[src/design/lsh_pkg.sv]
package lsh_pkg;

	localparam int CH_W = 8;
	localparam int NUM_CH = 3;
	localparam int PIX_W = CH_W * NUM_CH;
	localparam int WIN_N = 9;
	localparam int WIN_CENTER = 4;

	localparam int FW_W = 11;
	localparam int FH_W = 12;
	localparam int ROW_W = FH_W;
	localparam int CFG_IDX_W = 1;
	localparam int CFG_DATA_W = 12;

	localparam logic [CFG_IDX_W-1:0] REG_FRAME_WIDTH = 1'd0;
	localparam logic [CFG_IDX_W-1:0] REG_FRAME_HEIGHT = 1'd1;

	localparam logic [FW_W-1:0] FW_RESET = 11'd900;
	localparam logic [FH_W-1:0] FH_RESET = 12'd600;
	localparam logic [FH_W-1:0] FH_MIN = 12'd3;

	localparam logic OP_PIXEL = 1'b0;
	localparam logic OP_FLUSH = 1'b1;

	// where a pass-through result takes its pixel from
	localparam logic [1:0] SRC_CENTER = 2'd0;
	localparam logic [1:0] SRC_EDGE = 2'd1;
	localparam logic [1:0] SRC_LINE = 2'd2;

	typedef logic [CH_W-1:0] chan_t;
	typedef logic [PIX_W-1:0] pix_t;
	typedef logic [WIN_N-1:0][CH_W-1:0] lane_win_t;

	// contrast 0.1 about 128, then brightness -100: floor((L + 1152) / 10) - 100
	localparam int TONE_W = 6;
	localparam int TONE_BIAS = 1152;
	localparam int TONE_DIV = 10;
	localparam int TONE_OFS = 100;
	localparam int TONE_N = 1 << CH_W;

	typedef logic [TONE_N-1:0][TONE_W-1:0] tone_lut_t;

	function automatic tone_lut_t build_tone_lut();
		tone_lut_t lut;
		int v;
		for (int i = 0; i < TONE_N; i++) begin
			v = (i + TONE_BIAS) / TONE_DIV - TONE_OFS;
			lut[i] = TONE_W'(v);
		end
		return lut;
	endfunction

	localparam tone_lut_t TONE_LUT = build_tone_lut();

endpackage

[src/design/lsh_merge.sv]
module lsh_merge
	import lsh_pkg::*;
(
	input  logic                         clk,
	input  logic                         arst_n,
	input  logic                         in_valid,
	input  logic [NUM_CH-1:0][CH_W-1:0]  in_data,
	input  logic                         in_last,
	output logic                         in_ready,
	output logic                         m_axis_tvalid,
	input  logic                         m_axis_tready,
	output pix_t                         m_axis_tdata,   // red_out, green_out, blue_out
	output logic                         m_axis_tlast    // frame_last
);

	logic valid_q;
	pix_t data_q;
	logic last_q;

	assign in_ready = !valid_q || m_axis_tready;

	always_ff @(posedge clk or negedge arst_n) begin
		if (!arst_n) begin
			valid_q <= 1'b0;
		end else if (in_ready) begin
			valid_q <= in_valid;
		end
	end

	// lane 0 is red and lands in the low byte
	always_ff @(posedge clk) begin
		if (in_ready && in_valid) begin
			data_q <= pix_t'(in_data);
			last_q <= in_last;
		end
	end

	assign m_axis_tvalid = valid_q;
	assign m_axis_tdata = data_q;
	assign m_axis_tlast = last_q;

endmodule

[config.mk]
export PLATFORM = sky130hd
export DESIGN_NAME = lsh_merge
export DESIGN_NICKNAME = d
export VERILOG_FILES = /design/src/design/lsh_pkg.sv /design/src/design/lsh_merge.sv
export SDC_FILE = /design/constraint.sdc
export NUM_CORES = 1
export LEC_CHECK = 0
export ABC_AREA = 1
export BUFFER_PORTS_ARGS = -buffer_cell sky130_fd_sc_hd__buf_2
export CORE_UTILIZATION = 40
export CTS_BUF_LIST = sky130_fd_sc_hd__clkbuf_8
export DETAILED_ROUTE_END_ITERATION = 6
export GPL_ROUTABILITY_DRIVEN = 0
export GPL_TIMING_DRIVEN = 0
export PLACE_DENSITY = 0.78
export REMOVE_ABC_BUFFERS = 1
export SLEW_MARGIN = 40
export SYNTH_ARGS = -nofsm -noshare
export SYNTH_HDL_FRONTEND = slang
export SYNTH_SLANG_ARGS = --single-unit
[constraint.sdc]
create_clock -name clk -period 2.57 [get_ports clk]
set_input_delay 0.257 -clock clk [delete_from_list [all_inputs] [get_ports clk]]
set_output_delay 0.257 -clock clk [all_outputs]
set_load 0.05 [all_outputs]
==> metrics <==
Tcrit/Tclk final 0.524; Critical Path RT 2.54 ns; register area 776 sq um; CTS tree yes; fraction of layout cells with a size suffix above 1 0.652; CP Capture Type register; full die area 0.00217 sq mm; HPWL Detailed 1120 microns; Clk Latency, worst-skew pair 0.26 ns; CTS H-tree depth 1; Layout Nets 122; Diodes inserted 0; chip height 46.6 microns; final setup TNS 0 ns; dpl cells 112; CP startpoint m_axis_tvalid; core outline area 0.00180 sq mm; final setup fails 0; count of input and output buffers 55; CP peak stage delay 0.43 ns; initial antenna violation count 0; Initial DRC Count 10; Mapped Area 796 sq um; Synth cell types 5; post-cts sizing count 0; DRT Pass-1 Iters 4; layout overhead on the synthesized area 48.7%; clock sinks 26; worst vdd ir 0.000384 V; final worst path period need 1.35 ns; Pleak 0.522 nW; reg-to-reg critical path startpoint m_axis_tvalid; Routed WL per cell 12.1 microns; Setup crit end m_axis_tdata[22]; Arr. time, crit path 1.32 ns; RSZ-0062 raised after global routing no; number of core rows 15; routed vias/inst 4.18; Starting Density 0.442; Critical-path top delay cell dfrtp_1; area share of the largest cell type after synthesis 0.943; Layout fillers 142; status completed; Ports 56; final instance area 0.00118 sq mm; drt total wl 1420 microns; first-pass GRT wire length 1910 microns; Slew headroom 0.705; crit path max fanout 13; CP Launch Type register; Worst-path clk slew 0.08 ns; worst hold slack 0.170 ns; setup slack, reg-to-reg 1.22 ns; Die Wd 46.6 microns; DR vias 489; Hold/Removal Path Class in -> reg; Setup Skew 0.00140 ns; largest net degree at the start of global routing 15; Cell Pwr Density 724 mW/mm^2; DRT antenna net count 0; Max Clk Rate 743 MHz; Yosys top cell by area edfxtp_1; R2R depth 2; Post-Syn Area per Cell 25.7 sq um; vias in the first global route 447; worst r2r dst m_axis_tdata[22]; area of the multi-input gates 23.8 sq um; GRT Residual Overflow 0; max-cap violation count 0; All-Layer GR Usage 0.135; critical path class reg -> reg; Synth warnings 0; Final Worst Setup Slack 1.22 ns; clock root cell clkbuf_8; FF+latch count, synth 26; Slew Viols, Final 0; Hold Fails Final Rpt 0; Synth area leaders edfxtp_1 (94%), dfrtp_1 (3.1%), inv_1 (0.94%); post-CTS setup buffers 0; Clock Path Buffers 2; post-synthesis sequential area ratio 0.975; Place WS 1.21 ns; fin cells 117; DRC viols 0; Mapped Cells 31; TritonCTS buffer count 3; Cell Chain, Critical Path a21oi_4 -> buf_8; worst slew pin tran 0.442 ns; placed cell area 0.00113 sq mm
[critical path, delay by kind of cell, from the launching register on]
family	cells	cell delay, ns
buffers and inverters	1	0.22
AO/OA/AOI/OAI	1	0.42
flip-flops	1	0.43
[cells in the final DEF, fill, tap and decap left out]
cell,instances
a21oi_4,1
buf_2,55
buf_8,1
clkbuf_8,3
dfrtp_1,1
dlygate4sd3_1,1
edfxtp_1,25
inv_1,3
nand2_1,2
[worst min-delay path by stage]
| stage | to | from | slack, ns | cells past startpoint |
|---|---|---|---|---|
| CTS | m_axis_tdata[19] | in_data[19] | 0.16 | 1 |
| detailed placement | m_axis_tvalid | arst_n | 0.04 | 1 |
| global route | m_axis_tdata[19] | in_data[19] | 0.15 | 1 |
| global placement | m_axis_tvalid | arst_n | 0.03 | 1 |
| floorplan | m_axis_tvalid | arst_n | -0.04 | 0 |
| finish | m_axis_tdata[19] | in_data[19] | 0.17 | 1 |
[registers in the layout, summed over array words and instances (netlist names)]
register,count
m_axis_tlast,1
m_axis_tvalid,1
m_axis_tdata,24
[power by group]
part           internal [mW]  total [mW]  switching [mW]
logic                 0.0353       0.143           0.108
registers              0.492       0.498         0.00613
clock network          0.106       0.216           0.109
[synthesized netlist by cell type, drive strengths merged]
library cell and instances:
edfxtp 25, inv 2, nand2 2, a21oi 1, dfrtp 1
[layer usage]
| metal | global-route usage | share of wire | up-vias |
|---|---|---|---|
| met2 | 0.247 | 0.59 | 23 |
| met1 | 0.141 | 0.36 | 228 |
| met5 | 0 | 0 | - |
| met4 | 0.0529 | 0 | 0 |
| li1 | - | - | 238 |
| met3 | 0.0392 | 0.055 | 0 |
[through the flow]
step	util	total power, mW
global route	0.657	0.890
floorplan	-	0.602
finish	0.657	0.856
CTS	0.657	0.865
global placement	0.612	0.642
detailed placement	0.626	0.651
[cells by family after synthesis]
| logic type | Yosys count | synth area share |
|---|---|---|
| DFF | 26 | 0.975 |
| AOI/OAI and AO/OA | 1 | 0.00628 |
| buffers and inverters | 2 | 0.00944 |
| and+or+nand+nor | 2 | 0.00944 |
[what timing repair did]
| item | 4_1_cts | 5_1_grt |
|---|---|---|
| hold buffers | 1 | 0 |
| endpoints found under the hold margin | 1 | 0 |
| setup endpoints to repair | 0 | 0 |
[final cells by class]
cell class	instances	area share
flip-flops and latches	26	0.655
repair buffers	57	0.254
multi-input cells	3	0.0201
clock inverters	1	0.00317
well taps	25	0.0264
clock buffers	3	0.0349
inverters	2	0.00634
Power figures use the tool's default switching activity.
